**src/vgsg_ram.sv**
```systemverilog
// ----------------------------------------------------------------------------
// vgsg_ram
// Generic single-write, single-read RAM with registered read data.
// ----------------------------------------------------------------------------
module vgsg_ram #(
  parameter int Width = 8,
  parameter int Depth = 64
) (
  input  logic                     clk_i,
  input  logic                     we_i,
  input  logic [$clog2(Depth)-1:0] waddr_i,
  input  logic [Width-1:0]         wdata_i,
  input  logic                     re_i,
  input  logic [$clog2(Depth)-1:0] raddr_i,
  output logic [Width-1:0]         rdata_o
);

  logic [Width-1:0] mem_q [Depth];
  logic [Width-1:0] rdata_q;

  always_ff @(posedge clk_i) begin
    if (we_i) begin
      mem_q[waddr_i] <= wdata_i;
    end
    if (re_i) begin
      rdata_q <= mem_q[raddr_i];
    end
  end

  assign rdata_o = rdata_q;

endmodule

```
**config.mk**
```make
export PLATFORM = sky130hd
export DESIGN_NAME = vgsg_ram
export DESIGN_NICKNAME = d
export VERILOG_FILES = /design/src/vgsg_ram.sv
export SDC_FILE = /design/constraint.sdc
export NUM_CORES = 1
export LEC_CHECK = 0
export BUFFER_PORTS_ARGS = -buffer_cell sky130_fd_sc_hd__buf_2
export CAP_MARGIN = 40
export CELL_PAD_IN_SITES_DETAIL_PLACEMENT = 1
export CELL_PAD_IN_SITES_GLOBAL_PLACEMENT = 2
export CORE_UTILIZATION = 45
export DETAILED_ROUTE_END_ITERATION = 8
export GPL_TIMING_DRIVEN = 0
export PLACE_DENSITY_LB_ADDON = 0.1
export SLEW_MARGIN = 20
export SYNTH_ARGS = -nofsm -noshare
export SYNTH_HDL_FRONTEND = slang
export SYNTH_SLANG_ARGS = --single-unit
```
**constraint.sdc**
```tcl
create_clock -name clk_i -period 1.7 [get_ports clk_i]
set_input_delay 0.085 -clock clk_i [delete_from_list [all_inputs] [get_ports clk_i]]
set_output_delay 0.085 -clock clk_i [all_outputs]
set_load 0.1 [all_outputs]
```
==> run metrics, run 1 <==
CTS tree done; number of global-route vias before repair about 11000; Routed WL roughly 53000 um; Core Region between 40000 and 50000 um^2; final hold vios 0; fin area approximately 24000 um^2; synth top area cells edfxtp_1, mux4_2, nor2_1; EDFF count, synth 520; Critical R2R Launch mem_q[3][0]; leakage power ~0.0075 uW; Synth cell types 39; worst hold path class input pin to flop; Non-Filler Instances approximately 1700; Cell Rows just under 80; status finished, violations left; fin crit share 125%; met2 WL post-DR ~25000 um; Starting DRT DRC Count 978; Routed Antenna Nets 0; Top FF cell, synth edfxtp_1; CP top delay family multiplexers; Worst Tran Pin Value between 0.8 and 0.9 ns; Syn Inst Count 940; Mapped Area between 20000 and 25000 um^2; Worst Path Arrival approximately 2.5 ns; number of post-CTS setup repair buffers 0; Max-Cap Viols 0; HP Start wdata_i[0]; DR vias/cell 5.91; WP data required 2.02 ns; average wire per standard cell roughly 31 um; Final Worst Setup Slack -0.424 ns; post-synthesis sequential area ratio slightly below 80%; FILL cells roughly 4000; synthesized flop and latch total 520; P&R area growth vs syn 16.8%; Min Hold Slack around 0.044 ns; Critical Path Source Type flop; failing checks setup timing; placed cell area 21500 um^2; Worst-path clk slew 0.06 ns; FF-to-FF setup slack -0.42 ns; H-tree depth 2; asr flop ratio synth 0%; most common cell after layout, fill and taps aside edfxtp_1; Critical Setup Path Class flop to flop; area leader, netlist edfxtp_1; met3 wire len 3050 um; RSZ-0062 raised after global routing yes; Post-Syn Nets slightly below 1000; critical path peak fanout 1; Worst-Skew Late Latency approximately 0.6 ns; Tot GR Track Use approximately a quarter; hold depth 1; largest net degree at the start of global routing 65; die area 45800 um^2; Antenna diodes 0; total gr overflow 0; Longest Clk Path Bufs 3; r2r endpoint rdata_o[0]; first-pass GRT wire length between 70000 and 80000 um; DRT Pass-1 Iters 5; clock sinks 520; Buf+Inv Stages, Crit Path 0; routability cong. roughly 0.83; syn avg cell area about 22 um^2; clock skew 0.0216 ns; CP cell instances mux4_2 -> mux4_2 -> nor2_2 -> nor3_1 -> o2bb2ai_2; Initial Util 45.7%; Num CTS Buffers 54; Port Buffer Count 22; CP max-delay cell mux4_2; post-route minimum period ~2.1 ns; Post-DP HPWL 35100 um; die height 214 um; fmax 471 MHz; commonest cells after routing, fill and taps aside edfxtp_1, mux4_2, clkbuf_16; Worst Reg-to-Reg Cells 5; share of the synthesized area in the top cell type between 70 and 80%; Slew HR 43.6%; root buffer cell clkbuf_16; Hold Path End mem_q[12][0]; Final Slew Violations 0; DR vias roughly 10000; DIE WIDTH about 210 um; share of cells above drive strength 1 between 30 and 40%; Critical Path Sink Type flop; CP most frequent cell mux4_2; initial antenna violation count 0; Syn. warnings 0; # IOs 31; Max IR drop VDD 782 uV; Final setup viols 8; # DRC 0; P per Cell Area approximately 1200 nW/um^2; Nets around 1100; top layer in use met4; Placed Cells 1585; CP max stage delay roughly 0.57 ns; met1 WL roughly 24000 um
-- layer usage --
metal / global-route usage [%] / vias to the layer above
li1: - / 4194
met3: 4.14 / 63
met1: 35.8 / 5476
met2: 36.5 / 295
met5: 0 / -
met4: 6.86 / 0
-- worst register-to-register path: stages (launching register included) --
cell and delay (ns):
edfxtp_1 0.36, mux4_2 0.52, mux4_2 0.57, nor2_2 0.14
nor3_1 0.07, o2bb2ai_2 0.18
-- worst max path at each step --
| stage | from | endpoint | depth (start not counted) |
|---|---|---|---|
| floorplan | mem_q[21][4] | rdata_o[4] | 5 |
| global placement | raddr_i[2] | rdata_o[4] | 8 |
| detailed placement | raddr_i[1] | rdata_o[4] | 8 |
| CTS | mem_q[3][0] | rdata_o[0] | 5 |
| global route | mem_q[10][0] | rdata_o[0] | 5 |
| finish | mem_q[3][0] | rdata_o[0] | 5 |
-- report_power, final --
group / switching, uW / internal, uW / leakage (uW) / total, uW
Combinational: 1120 / 573 / 0.00189 / 1690
Sequential: 28.1 / 14200 / 0.00469 / 14200
Clock: 4950 / 7330 / 0.000898 / 12300
Total: 6100 / 22100 / 0.00747 / 28200
-- synth_stat cells (8+ instances only) --
master and number:
o22ai_1 8, mux2_2 13, nand2_1 19, edfxtp_1 520
buf_2 11, clkbuf_1 17, mux2i_1 23, nor2_1 83
nand3_1 13, o221ai_1 8, buf_4 13, nor2b_1 14
mux4_2 126
-- stage by stage --
| step | util, % | total power, uW | setup slack [ns] | TNS (ns) |
|---|---|---|---|---|
| finish | 53.4 | 28200 | -0.424 | -2.78 |
| global placement | 47.8 | 16100 | -1.19 | -295.96 |
| CTS | 53.0 | 28400 | -0.418 | -2.95 |
| global route | 53.4 | 29000 | -0.443 | -3.09 |
| detailed placement | 48.6 | 16200 | -1.09 | -251.25 |
| floorplan | - | 15400 | -0.0883 | -0.508 |
-- logic make-up after synthesis --
group	share of synthesized area [%]
muxes	15.9
DFF	77.1
buffers and inverters	1.56
AOI/OAI and AO/OA	2.06
and+or+nand+nor	3.37
-- state kept, by name, summed over array words and instances (netlist names) --
register,cells
rdata_o,8
mem_q,512
-- layout make-up --
type                    count  area [um^2]  share of cell area (%)
plain buffers              51          390                    1.65
repair buffers             69          548                    2.32
flip-flops and latches    520        15600                    66.0
well taps                 592          741                    3.13
clock buffers              60         1370                    5.81
multi-input cells         369         4530                    19.2
clock inverters            37          453                    1.91
-- repair_timing --
item,CTS,global route
hold endpoints to repair,10,0
pin swaps,2,1
endpoints found under the setup margin,112,98
gates resized for setup,32,22
hold buffers,2,0
No activity file was read; power rests on OpenSTA's default activity.
==> run 2, diff against run 1 <==
--- a/config.mk
+++ b/config.mk
@@ -9,9 +9,11 @@
 export CAP_MARGIN = 40
 export CELL_PAD_IN_SITES_DETAIL_PLACEMENT = 1
 export CELL_PAD_IN_SITES_GLOBAL_PLACEMENT = 2
+export CORE_MARGIN = 2
 export CORE_UTILIZATION = 45
 export DETAILED_ROUTE_END_ITERATION = 8
 export GPL_TIMING_DRIVEN = 0
+export HOLD_SLACK_MARGIN = 0.1
 export PLACE_DENSITY_LB_ADDON = 0.1
 export SLEW_MARGIN = 20
 export SYNTH_ARGS = -nofsm -noshare
==> run 2 against run 1 <==
Effect of this change: the flow still finishes with violations (setup timing); final area is essentially flat; non-clock buffer count grew 3; utilization is essentially flat; first-iteration DRC count grew 19%; clock power shrank 7%; combinational power grew 4%; worst setup slack gained 0.036 ns; fmax grew 1.7%; register-to-register slack gained 0.04 ns; final cell count grew 0.35%; clock-buffer cell count grew 5; sequential power is essentially flat; largest power group unchanged.
==> run metrics, run 2 (synthesis gave the netlist of run 1 again) <==
status finished, violations left; failing checks setup timing; Starting DRT DRC Count 1159 (+19%); Worst Path Arrival 2.42 ns (-0.03 ns); Tot GR Track Use 24.1% (+0.10 points); most common cell after layout, fill and taps aside edfxtp_1; Final Worst Setup Slack -0.388 ns (+0.0355 ns); Final setup viols 8 (unchanged); leakage power 0.00744 uW (-0.50%); Min Hold Slack 0.0912 ns (+0.0469 ns); share of cells above drive strength 1 34.0% (+0.36 points); FILL cells 3894 (-0.43%); Critical Path Source Type flop; Worst Tran Pin Value 0.785 ns (-0.0609 ns); Top reg by flops mem_q; # IOs 31 (unchanged); number of global-route vias before repair 10600 (+0.41%); Num CTS Buffers 54 (unchanged); Routed Antenna Nets 0 (unchanged); P&R area growth vs syn 16.9% (about the same); Max IR drop VDD 895 uV (+14%); first-pass GRT wire length 78100 um (+1.4%); clock sinks 520 (unchanged); WP data required 2.03 ns (about the same); largest net degree at the start of global routing 65 (unchanged); Cell Rows 77 (unchanged); root buffer cell clkbuf_16; Critical Path Sink Type flop; Port Buffer Count 22 (unchanged); setup TNS -2.49 ns (+0.286 ns); post-route minimum period 2.09 ns (-0.0355 ns); final hold vios 0 (unchanged); Longest Clk Path Bufs 3 (unchanged); commonest cells after routing, fill and taps aside edfxtp_1, mux4_2, clkbuf_16; DP Worst Slack -1.17 ns (-0.0849 ns); worst hold path class input pin to flop; # DRC 0 (unchanged); critical path peak fanout 1 (unchanged); RSZ-0062 raised after global routing yes; fin area 23700 um^2 (about the same); total gr overflow 0 (unchanged); Initial Util 45.7% (unchanged); average wire per standard cell 31.8 um (+1.1%); die area 46700 um^2 (+1.9%); DR vias 10100 (+0.81%); placed cell area 21500 um^2 (-0.17%); clock skew 0.0124 ns (-0.00924 ns); P per Cell Area 1160 nW/um^2 (-2.8%); DRT Pass-1 Iters 8 (+3); Routed WL 54200 um (+1.5%); DR vias/cell 5.93 (+0.45%); Max-Cap Viols 0 (unchanged); Critical Setup Path Class flop to flop; DIE WIDTH 216 um (+0.93%); Critical R2R Launch mem_q[11][0]; routability cong. 0.842 (+0.96%); H-tree depth 2 (unchanged); Worst-Skew Late Latency 0.60 ns (about the same); Post-DP HPWL 35200 um (+0.15%); Worst-path clk slew 0.06 ns (about the same); HP Start waddr_i[0]; Nets 1091 (+0.28%); Slew HR 47.6% (+4.1 points); crit path from mem_q[11][0]; Final Slew Violations 0 (unchanged); initial antenna violation count 0 (unchanged); fin crit share 123% (-2.1 points); Antenna diodes 0 (unchanged); fmax 479 MHz (+1.7%); max reg flops 512 (unchanged); die height 216 um (+0.93%); Core Region 44300 um^2 (unchanged); CTS tree done
==> run 2: stage by stage <==
stage          utilization, %  instances  total power [uW]
2_1_floorplan               -        940             15400
3_3_place_gp             47.8       1554             16100
3_5_place_dp             48.5       1583             16200
4_1_cts                  53.1       1696             27600
5_1_grt                  53.4       1704             28200
6_report                 53.4       1704             27400
==> run 2: area by class of cell <==
class	instances	area (um^2)	area share [%]
Tap cell	592	741	3.13
Clock buffer	65	1390	5.88
Clock inverter	35	307	1.30
Timing Repair Buffer	72	594	2.51
Sequential cell	520	15600	66.0
Multi-Input combinational cell	369	4620	19.5
Buffer	51	402	1.70
==> run 2: per-layer routing <==
layer / GRT usage (%) / up-vias / share of wire [%]
met4: 7.28 / 0 / 2.8
met5: 0 / - / 0
met3: 5.47 / 85 / 7.5
met2: 36.1 / 380 / 46
li1: - / 4209 / -
met1: 35.5 / 5435 / 44
==> run 2: critical path: stages, from the launching register on <==
cell and delay, ns:
edfxtp_1 0.36, mux4_2 0.54, mux4_2 0.56, nor2_4 0.13
nor3_2 0.05, o2bb2ai_2 0.16
==> run 2: worst paths after layout <==
kind                   to  slack (ns)  depth (start not counted)
max            rdata_o[0]       -0.39                          5
min          mem_q[51][4]        0.09                          3
max reg2reg    rdata_o[0]       -0.39                          5
min reg2reg    rdata_o[7]        1.01                          4
==> run 2: where the power goes <==
part | leakage [uW] | internal (uW) | switching, uW
combinational | 0.00192 | 593 | 1150
clock | 0.000830 | 6590 | 4850
sequential | 0.00469 | 14200 | 28.7
total | 0.00744 | 21400 | 6030
==> run 2: timing repair <==
action	4_1_cts	5_1_grt
endpoints found under the hold margin	352	0
gates resized for setup	57	26
setup buffers	3	0
pin swaps	2	2
hold buffers	10	0
endpoints found under the setup margin	199	124
