## src/vgsg_pkg.sv

```systemverilog
// ----------------------------------------------------------------------------
// vgsg_pkg
// Types, constants, glyph ROM contents and starburst tables shared by the
// vector glyph stroke generator.
// ----------------------------------------------------------------------------
package vgsg_pkg;

  // Field widths
  localparam int CoordW   = 16;
  localparam int CodeW    = 8;
  localparam int ScaleW   = 7;
  localparam int StarW    = 3;
  localparam int NibW     = 4;

  // Glyph store geometry
  localparam int GlyphCount    = 64;
  localparam int GlyphAddrW    = $clog2(GlyphCount);
  localparam int StoredNibbles = 12;
  localparam int RowBits       = StoredNibbles * NibW;
  // Walk position reaches two past the number of stored nibbles
  localparam int PosW          = $clog2(StoredNibbles + 3);

  // Parameter defaults
  localparam int DefGlyphNibbles = 12;
  localparam int DefCoordBits    = 16;

  // Codes
  localparam logic [NibW-1:0]  NibTerm    = 4'hF;
  localparam logic [CodeW-1:0] CodeFirst  = 8'd33;
  localparam logic [CodeW-1:0] CodeLast   = 8'd96;
  localparam logic [CodeW-1:0] CharLowA   = 8'h61;
  localparam logic [CodeW-1:0] CharLowZ   = 8'h7A;
  localparam logic [CodeW-1:0] CaseOffset = 8'h20;

  // Configuration registers
  localparam int CfgIdxW  = 1;
  localparam int CfgDataW = ScaleW;
  localparam logic [CfgIdxW-1:0] CfgScaleX = 1'b0;
  localparam logic [CfgIdxW-1:0] CfgScaleY = 1'b1;
  localparam logic [ScaleW-1:0]  ScaleReset = 7'd1;

  typedef struct packed {
    logic [CodeW-1:0]         char_code;
    logic signed [CoordW-1:0] origin_x;
    logic signed [CoordW-1:0] origin_y;
  } in_item_t;

  typedef struct packed {
    logic signed [CoordW-1:0] x_start;
    logic signed [CoordW-1:0] y_start;
    logic signed [CoordW-1:0] x_end;
    logic signed [CoordW-1:0] y_end;
    logic                     last_segment;
  } out_item_t;

  typedef struct packed {
    logic              start;
    logic [CoordW-1:0] origin_x;
    logic [CoordW-1:0] origin_y;
  } start_t;

  // One glyph per row, first vertex nibble in the top bits
  function automatic logic [RowBits-1:0] glyph_row(input logic [GlyphAddrW-1:0] g);
    logic [RowBits-1:0] r;
    case (g)
      6'd0:  r = 48'h05F8AF_FFFFFF;
      6'd1:  r = 48'h1EF24F_FFFFFF;
      6'd3:  r = 48'h4139B8_BFFFFF;
      6'd6:  r = 48'h1EFFFF_FFFFFF;
      6'd7:  r = 48'h2EDCFF_FFFFFF;
      6'd8:  r = 48'h0EDAFF_FFFFFF;
      6'd9:  r = 48'h0CF2AF_57FFFF;
      6'd10: r = 48'h57FEDF_FFFFFF;
      6'd11: r = 48'hDAFFFF_FFFFFF;
      6'd12: r = 48'h57FFFF_FFFFFF;
      6'd13: r = 48'h8AFFFF_FFFFFF;
      6'd14: r = 48'h2AFFFF_FFFFFF;
      6'd15: r = 48'h83149B_8FFFFF;
      6'd16: r = 48'h31BFAC_FFFFFF;
      6'd17: r = 48'h31478A_CFFFFF;
      6'd18: r = 48'h0149BA_F57FFF;
      6'd19: r = 48'hB65167_FFFFFF;
      6'd20: r = 48'h20569B_AFFFFF;
      6'd21: r = 48'h2158B9_75FFFF;
      6'd22: r = 48'h02AFFF_FFFFFF;
      6'd23: r = 48'h631469_B86FFF;
      6'd24: r = 48'h8B9413_5D7FFF;
      6'd25: r = 48'h1EFDBF_FFFFFF;
      6'd26: r = 48'h1EFDAF_FFFFFF;
      6'd27: r = 48'h25CFFF_FFFFFF;
      6'd28: r = 48'h57F89F_FFFFFF;
      6'd29: r = 48'h07AFFF_FFFFFF;
      6'd30: r = 48'hBD7413_FFFFFF;
      6'd31: r = 48'h9B8314_7D5ED5;
      6'd32: r = 48'hA517CF_57FFFF;
      6'd33: r = 48'hA01469_BA0F56;
      6'd34: r = 48'h4138B9_FFFFFF;
      6'd35: r = 48'h0AB941_0FFFFF;
      6'd36: r = 48'h20ACF5_6FFFFF;
      6'd37: r = 48'h20AF56_FFFFFF;
      6'd38: r = 48'h4138B9_76FFFF;
      6'd39: r = 48'h0AF2CF_75FFFF;
      6'd40: r = 48'h02FACF_1BFFFF;
      6'd41: r = 48'h29B8FF_FFFFFF;
      6'd42: r = 48'h0AF25C_FFFFFF;
      6'd43: r = 48'h0ACFFF_FFFFFF;
      6'd44: r = 48'hA0E2CF_FFFFFF;
      6'd45: r = 48'hA0C2FF_FFFFFF;
      6'd46: r = 48'h3149B8_3FFFFF;
      6'd47: r = 48'hA01465_FFFFFF;
      6'd48: r = 48'hDCF831_49B8FF;
      6'd49: r = 48'hA01465_CFFFFF;
      6'd50: r = 48'h4139B8_FFFFFF;
      6'd51: r = 48'h02F1BF_FFFFFF;
      6'd52: r = 48'h08B92F_FFFFFF;
      6'd53: r = 48'h0B2FFF_FFFFFF;
      6'd54: r = 48'h0A6C2F_FFFFFF;
      6'd55: r = 48'h0CF2AF_FFFFFF;
      6'd56: r = 48'h0E2BFF_FFFFFF;
      6'd57: r = 48'h02ACFF_FFFFFF;
      6'd58: r = 48'h21BCFF_FFFFFF;
      6'd59: r = 48'h0CFFFF_FFFFFF;
      6'd60: r = 48'h01BAFF_FFFFFF;
      6'd61: r = 48'h517FFF_FFFFFF;
      6'd62: r = 48'hACFFFF_FFFFFF;
      6'd63: r = 48'h0EFFFF_FFFFFF;
      default: r = 48'hFFFFFF_FFFFFF;
    endcase
    return r;
  endfunction

  // Starburst x position of a vertex
  function automatic logic [StarW-1:0] star_x(input logic [NibW-1:0] v);
    logic [StarW-1:0] s;
    case (v)
      4'd1, 4'd6, 4'd11, 4'd13, 4'd14: s = 3'd2;
      4'd2, 4'd4, 4'd7, 4'd9, 4'd12:   s = 3'd4;
      default:                         s = 3'd0;
    endcase
    return s;
  endfunction

  // Starburst y position of a vertex
  function automatic logic [StarW-1:0] star_y(input logic [NibW-1:0] v);
    logic [StarW-1:0] s;
    case (v)
      4'd3, 4'd4:          s = 3'd1;
      4'd5, 4'd6, 4'd7:    s = 3'd3;
      4'd8, 4'd9:          s = 3'd5;
      4'd10, 4'd11, 4'd12: s = 3'd6;
      4'd13:               s = 3'd4;
      4'd14:               s = 3'd2;
      default:             s = 3'd0;
    endcase
    return s;
  endfunction

endpackage

```

## src/vgsg_stroke.sv

```systemverilog
// ----------------------------------------------------------------------------
// vgsg_stroke
// Walks the vertex nibbles of one glyph row, maps each vertex to screen
// coordinates and emits chained segments through an output register.
// ----------------------------------------------------------------------------
module vgsg_stroke #(
  parameter int GLYPH_NIBBLES = vgsg_pkg::DefGlyphNibbles,
  parameter int COORD_BITS    = vgsg_pkg::DefCoordBits
) (
  input  logic                             clk_i,
  input  logic                             rst_ni,
  input  vgsg_pkg::start_t                 start_i,
  input  logic [vgsg_pkg::RowBits-1:0]     row_i,
  input  logic [vgsg_pkg::ScaleW-1:0]      scale_x_i,
  input  logic [vgsg_pkg::ScaleW-1:0]      scale_y_i,
  output logic                             busy_o,
  output logic                             out_valid_o,
  input  logic                             out_stall_i,
  output vgsg_pkg::out_item_t              out_item_o
);

  localparam int CoordW  = vgsg_pkg::CoordW;
  localparam int PosW    = vgsg_pkg::PosW;
  localparam int NibW    = vgsg_pkg::NibW;
  localparam int ProdW   = vgsg_pkg::StarW + vgsg_pkg::ScaleW;
  localparam int Limit   = (GLYPH_NIBBLES < vgsg_pkg::StoredNibbles) ?
                           GLYPH_NIBBLES : vgsg_pkg::StoredNibbles;
  localparam int MaskBits = (COORD_BITS < CoordW) ? COORD_BITS : CoordW;
  localparam logic [CoordW-1:0] CoordMask = CoordW'((64'd1 << MaskBits) - 64'd1);

  localparam logic [2:0] StIdle    = 3'd0;
  localparam logic [2:0] StFirst   = 3'd1;
  localparam logic [2:0] StNext    = 3'd2;
  localparam logic [2:0] StRestart = 3'd3;
  localparam logic [2:0] StNext2   = 3'd4;

  logic [2:0]              state_q, state_d;
  logic [PosW-1:0]         pos_q, pos_d;
  logic [CoordW-1:0]       ox_q, oy_q;
  logic [CoordW-1:0]       p1x_q, p1x_d, p1y_q, p1y_d;
  logic                    pend_q, pend_d;
  vgsg_pkg::out_item_t     seg_q, seg_d;
  logic                    out_valid_q, out_valid_d;
  vgsg_pkg::out_item_t     out_item_q, out_item_d;

  logic [NibW-1:0]         nibs [vgsg_pkg::StoredNibbles];
  logic [NibW-1:0]         cur_nib;
  logic                    is_term;
  logic [ProdW-1:0]        prod_x, prod_y;
  logic [CoordW-1:0]       pt_x, pt_y;
  logic                    step;
  logic                    push, push_last;

  always_comb begin
    for (int i = 0; i < vgsg_pkg::StoredNibbles; i++) begin
      nibs[i] = row_i[vgsg_pkg::RowBits-1-NibW*i -: NibW];
    end
  end

  // Positions past the glyph read as terminators
  assign is_term = (pos_q >= PosW'(Limit)) || (nibs[pos_q] == vgsg_pkg::NibTerm);
  assign cur_nib = is_term ? vgsg_pkg::NibTerm : nibs[pos_q];

  assign prod_x = ProdW'(vgsg_pkg::star_x(cur_nib)) * ProdW'(scale_x_i);
  assign prod_y = ProdW'(vgsg_pkg::star_y(cur_nib)) * ProdW'(scale_y_i);
  assign pt_x   = (ox_q + CoordW'(prod_x)) & CoordMask;
  assign pt_y   = (oy_q + CoordW'(prod_y)) & CoordMask;

  // Advance only when the output register can take a segment
  assign step = !out_valid_q || !out_stall_i;

  always_comb begin
    state_d   = state_q;
    pos_d     = pos_q;
    p1x_d     = p1x_q;
    p1y_d     = p1y_q;
    pend_d    = pend_q;
    seg_d     = seg_q;
    push      = 1'b0;
    push_last = 1'b0;
    case (state_q)
      StIdle: begin
        if (start_i.start) begin
          state_d = StFirst;
          pos_d   = '0;
        end
      end
      StFirst, StNext, StRestart, StNext2: begin
        if (step) begin
          pos_d = pos_q + PosW'(1);
          if (is_term && state_q == StNext) begin
            state_d = StRestart;
          end else if (is_term) begin
            // End of glyph: flush the held segment as the last one
            push      = pend_q;
            push_last = 1'b1;
            pend_d    = 1'b0;
            state_d   = StIdle;
          end else if (state_q == StFirst || state_q == StRestart) begin
            p1x_d   = pt_x;
            p1y_d   = pt_y;
            state_d = (state_q == StFirst) ? StNext : StNext2;
          end else begin
            // New segment: release the held one, hold this one
            push   = pend_q;
            pend_d = 1'b1;
            seg_d  = '{x_start: p1x_q, y_start: p1y_q, x_end: pt_x, y_end: pt_y,
                       last_segment: 1'b0};
            p1x_d  = pt_x;
            p1y_d  = pt_y;
            state_d = StNext;
          end
        end
      end
      default: state_d = StIdle;
    endcase
  end

  always_comb begin
    out_valid_d = out_valid_q;
    out_item_d  = out_item_q;
    if (push) begin
      out_valid_d = 1'b1;
      out_item_d  = seg_q;
      out_item_d.last_segment = push_last;
    end else if (out_valid_q && !out_stall_i) begin
      out_valid_d = 1'b0;
    end
  end

  always_ff @(posedge clk_i or negedge rst_ni) begin
    if (!rst_ni) begin
      state_q     <= StIdle;
      pos_q       <= '0;
      pend_q      <= 1'b0;
      out_valid_q <= 1'b0;
    end else begin
      state_q     <= state_d;
      pos_q       <= pos_d;
      pend_q      <= pend_d;
      out_valid_q <= out_valid_d;
    end
  end

  always_ff @(posedge clk_i) begin
    if (start_i.start && state_q == StIdle) begin
      ox_q <= start_i.origin_x;
      oy_q <= start_i.origin_y;
    end
    p1x_q      <= p1x_d;
    p1y_q      <= p1y_d;
    seg_q      <= seg_d;
    out_item_q <= out_item_d;
  end

  assign busy_o      = (state_q != StIdle);
  assign out_valid_o = out_valid_q;
  assign out_item_o  = out_item_q;

  a_start_when_idle: assert property (@(posedge clk_i) disable iff (!rst_ni)
    start_i.start |-> state_q == StIdle)
    else $error("glyph started while walker busy");

  a_idle_nothing_held: assert property (@(posedge clk_i) disable iff (!rst_ni)
    state_q == StIdle |-> !pend_q)
    else $error("segment left held after glyph end");

  a_out_hold: assert property (@(posedge clk_i) disable iff (!rst_ni)
    (out_valid_q && out_stall_i) |=> (out_valid_q && $stable(out_item_q)))
    else $error("stalled segment changed");

  a_pos_bound: assert property (@(posedge clk_i) disable iff (!rst_ni)
    state_q != StIdle |-> pos_q <= PosW'(Limit + 2))
    else $error("walk position ran past the glyph");

endmodule

```

## config.mk

```make
export PLATFORM = sky130hd
export DESIGN_NAME = vgsg_stroke
export DESIGN_NICKNAME = d
export VERILOG_FILES = /design/src/vgsg_pkg.sv /design/src/vgsg_stroke.sv
export SDC_FILE = /design/constraint.sdc
export NUM_CORES = 1
export LEC_CHECK = 0
export ABC_AREA = 1
export ABC_CLOCK_PERIOD_IN_PS = 6500
export BUFFER_PORTS_ARGS = -buffer_cell sky130_fd_sc_hd__buf_4
export CORE_ASPECT_RATIO = 1.75
export CORE_UTILIZATION = 45
export DETAILED_ROUTE_END_ITERATION = 16
export PLACE_DENSITY = 0.72
export SLEW_MARGIN = 15
export SYNTH_ARGS = -nofsm -noshare
export SYNTH_HDL_FRONTEND = slang
export SYNTH_SLANG_ARGS = --single-unit
```

## constraint.sdc

```tcl
create_clock -name clk_i -period 6.5 [get_ports clk_i]
set_input_delay 0.325 -clock clk_i [delete_from_list [all_inputs] [get_ports clk_i]]
set_output_delay 0.325 -clock clk_i [all_outputs]
set_load 0.05 [all_outputs]
```

==> impl_metrics.json <==
{
  "drt_iter0_drc": 216,
  "nFillCells": 1584,
  "synth.area.top_cells": "edfxtp_1 (65%), inv_1 (4.8%), ha_1 (4.8%)",
  "avgSynthCellArea_um2": 13.0,
  "layout_worst_path_cycle_share_pct": 83.2,
  "core-area_um2": 19300,
  "cts_buffer_depth": 3,
  "cp-end-kind": "flop",
  "cts_setup_buffers": 0,
  "stdcell_count": 1123,
  "hold_viol": 0,
  "yosys-top-cells-count": "edfxtp_1 (193), inv_1 (115), nand2_1 (111), nor2_1 (51), nand3_1 (35)",
  "maxCapViolations": 0,
  "arrival_ps": 5620,
  "ys.flop_type": "edfxtp_1",
  "cp-start-kind": "flop",
  "grt.total_usage_pct": 16.1,
  "crit_type": "reg -> reg",
  "area_growth_pct": 23.4,
  "grt_pass1_vias": 5533,
  "maxSlewHeadroom_pct": 29.5,
  "yosysWarnings": 0,
  "fin_nets": 1023,
  "dieArea_um2": 20500,
  "max_stage_delay_ps": 760,
  "fmax_ghz": 0.185,
  "timing.critical_path.mode_cell": "nand2_1",
  "synth_cell_types": 42,
  "grt_pass1_wl_um": 25700,
  "critPathMaxFanout": 24,
  "drive_gt1_share_pct": 25.2,
  "ys_ff_latch": 202,
  "rows": 67,
  "first_pass_iters": 4,
  "dp_hpwl_um": 12200,
  "initial_utilization_pct": 46.4,
  "numCtsBuffers": 18,
  "antenna_found_initial": 0,
  "fin_crit_ps": 5400,
  "die_x_um": 109,
  "io_pins": 165,
  "wirelength_um": 16200,
  "via_per_inst": 4.83,
  "synth_area_leader_cell": "edfxtp_1",
  "slew_violations": 0,
  "gp_congestion": 0.867,
  "rsz0062_at_grt": "false",
  "synthesis.area_um2": 8940,
  "tightestPinTransition_ps": 1050,
  "ctsResizeCount": 0,
  "hold_class": "in -> reg",
  "port_buffers": 164,
  "setup_tns_ps": 0,
  "syn-num-nets": 842,
  "cts.clk_slew.worst_paths_ps": 70,
  "cts.sinks": 202,
  "async_reset_ff_share_pct": 4.46,
  "grt_max_degree": 67,
  "grt_overflow": 0,
  "cts_tree": "built",
  "multi_input_area_um2": 2410,
  "die_h_um": 188,
  "ant_nets": 0,
  "yosysTopAreaCellShare_pct": 64.8,
  "clkLatencyLatePin_ps": 470,
  "drcViolationCount": 0,
  "yosysSeqAreaShare_pct": 67.4,
  "required_ps": 6720,
  "route.vias.total": 5427,
  "antenna_cells": 0,
  "htree_levels": 1,
  "synthCells": 690,
  "wl_per_cell_um": 14.4,
  "place_inst": 1091,
  "clock_skew_ps": 8.12,
  "cts_root_buffer": "clkbuf_16",
  "crit_slowest_cell": "dfrtp_1",
  "synth_edf_count": 193,
  "status": "completed",
  "regArea_um2": 6020,
  "finalSetupViolations": 0,
  "synthMostInstantiatedCell": "edfxtp_1"
}
==> routing by layer <==
| layer | vias to the layer above | GRT usage (%) | routed length [um] | part of all wire, % |
|---|---|---|---|---|
| li1 | 2684 | - | - | - |
| met1 | 2545 | 16.9 | 5870 | 36 |
| met2 | 162 | 30.7 | 9020 | 56 |
| met3 | 36 | 2.73 | 804 | 5.0 |
| met4 | 0 | 6.50 | 507 | 3.1 |
| met5 | - | 0 | 0 | 0 |
==> cell families after synthesis <==
logic type | after synthesis | share of synthesized area, %
fa+ha+maj | 54 | 9.24
simple gates | 227 | 11.5
flops | 202 | 67.4
buf+inv | 128 | 5.95
xor+xnor | 22 | 2.16
compound gates | 57 | 3.78
==> flip-flops by register name, indices dropped and copies added, names as in the netlist, 3 cells and up <==
signal      flops
pos_q           4
ox_q           16
oy_q           16
p1y_q          16
out_item_o     65
state_q         3
seg_q          64
p1x_q          16
==> what timing repair did <==
action,CTS,global route
endpoints found under the setup margin,0,0
endpoints found under the hold margin,9,0
hold buffers,1,0
==> worst max-delay path: cells and delay by family (launching register included) <==
kind / cells / cell delay (ps)
adders and majority gates: 4 / 1320
buffers and inverters: 6 / 600
DFF: 1 / 760
and+or+nand+nor: 18 / 1690
AOI/OAI and AO/OA: 4 / 770
==> cells in the final DEF (no fill, tap or decap), types with 3 or more instances in the layout <==
cell	Yosys	routed
edfxtp_1	193	193
buf_4	2	168
inv_1	115	114
nand2_1	111	111
nor2_1	51	49
nand3_1	35	35
ha_1	34	34
a21oi_1	23	23
fa_1	20	20
clkbuf_16	0	19
xor2_1	17	17
o21ai_0	11	11
dfrtp_1	9	9
nand4_1	8	8
nand2_2	7	7
o21ai_1	6	6
inv_2	4	5
xnor2_1	5	5
nor3_1	4	4
inv_6	1	3
o22ai_1	3	3
nand3_4	3	3
==> cell type report <==
| class | count | area share, % |
|---|---|---|
| Tap cell | 241 | 2.73 |
| Clock inverter | 10 | 0.862 |
| Multi-Input combinational cell | 360 | 21.8 |
| Timing Repair Buffer | 169 | 11.5 |
| Sequential cell | 202 | 54.6 |
| Clock buffer | 21 | 4.38 |
| Inverter | 120 | 4.13 |
==> through the flow <==
stage	area [um2]	setup WS (ps)	hold slack, ps	utilization (%)
after floorplan	8940	697	29.4	-
after global placement	10400	1270	155	54.2
after detailed placement	10400	1170	157	54.2
after CTS	11000	1150	7.66	57.2
after global routing	11000	474	4.34	57.2
final	11000	1100	22.2	57.2
==> final timing paths <==
kind                                       from                       end  slack (ps)  cells after the start
max                        pos_q[0]$_DFFE_PN0P_       p1x_q[15]$_DFFE_PP_        1100                     32
min                                  start_i[8]         oy_q[8]$_DFFE_PP_          20                      1
max reg2reg                pos_q[0]$_DFFE_PN0P_       p1x_q[15]$_DFFE_PP_        1100                     32
min reg2reg                 seg_q[36]$_DFFE_PP_  out_item_o[36]$_DFFE_PP_         410                      0
max in group asynchronous                rst_ni    state_q[0]$_DFFE_PN0P_        6150                      2
min in group asynchronous                rst_ni      pos_q[3]$_DFFE_PN0P_         220                      2
Power is left out: the tool's default activity adds up to more than one toggle a clock period on the data nets, which glitch-free logic cannot reach.
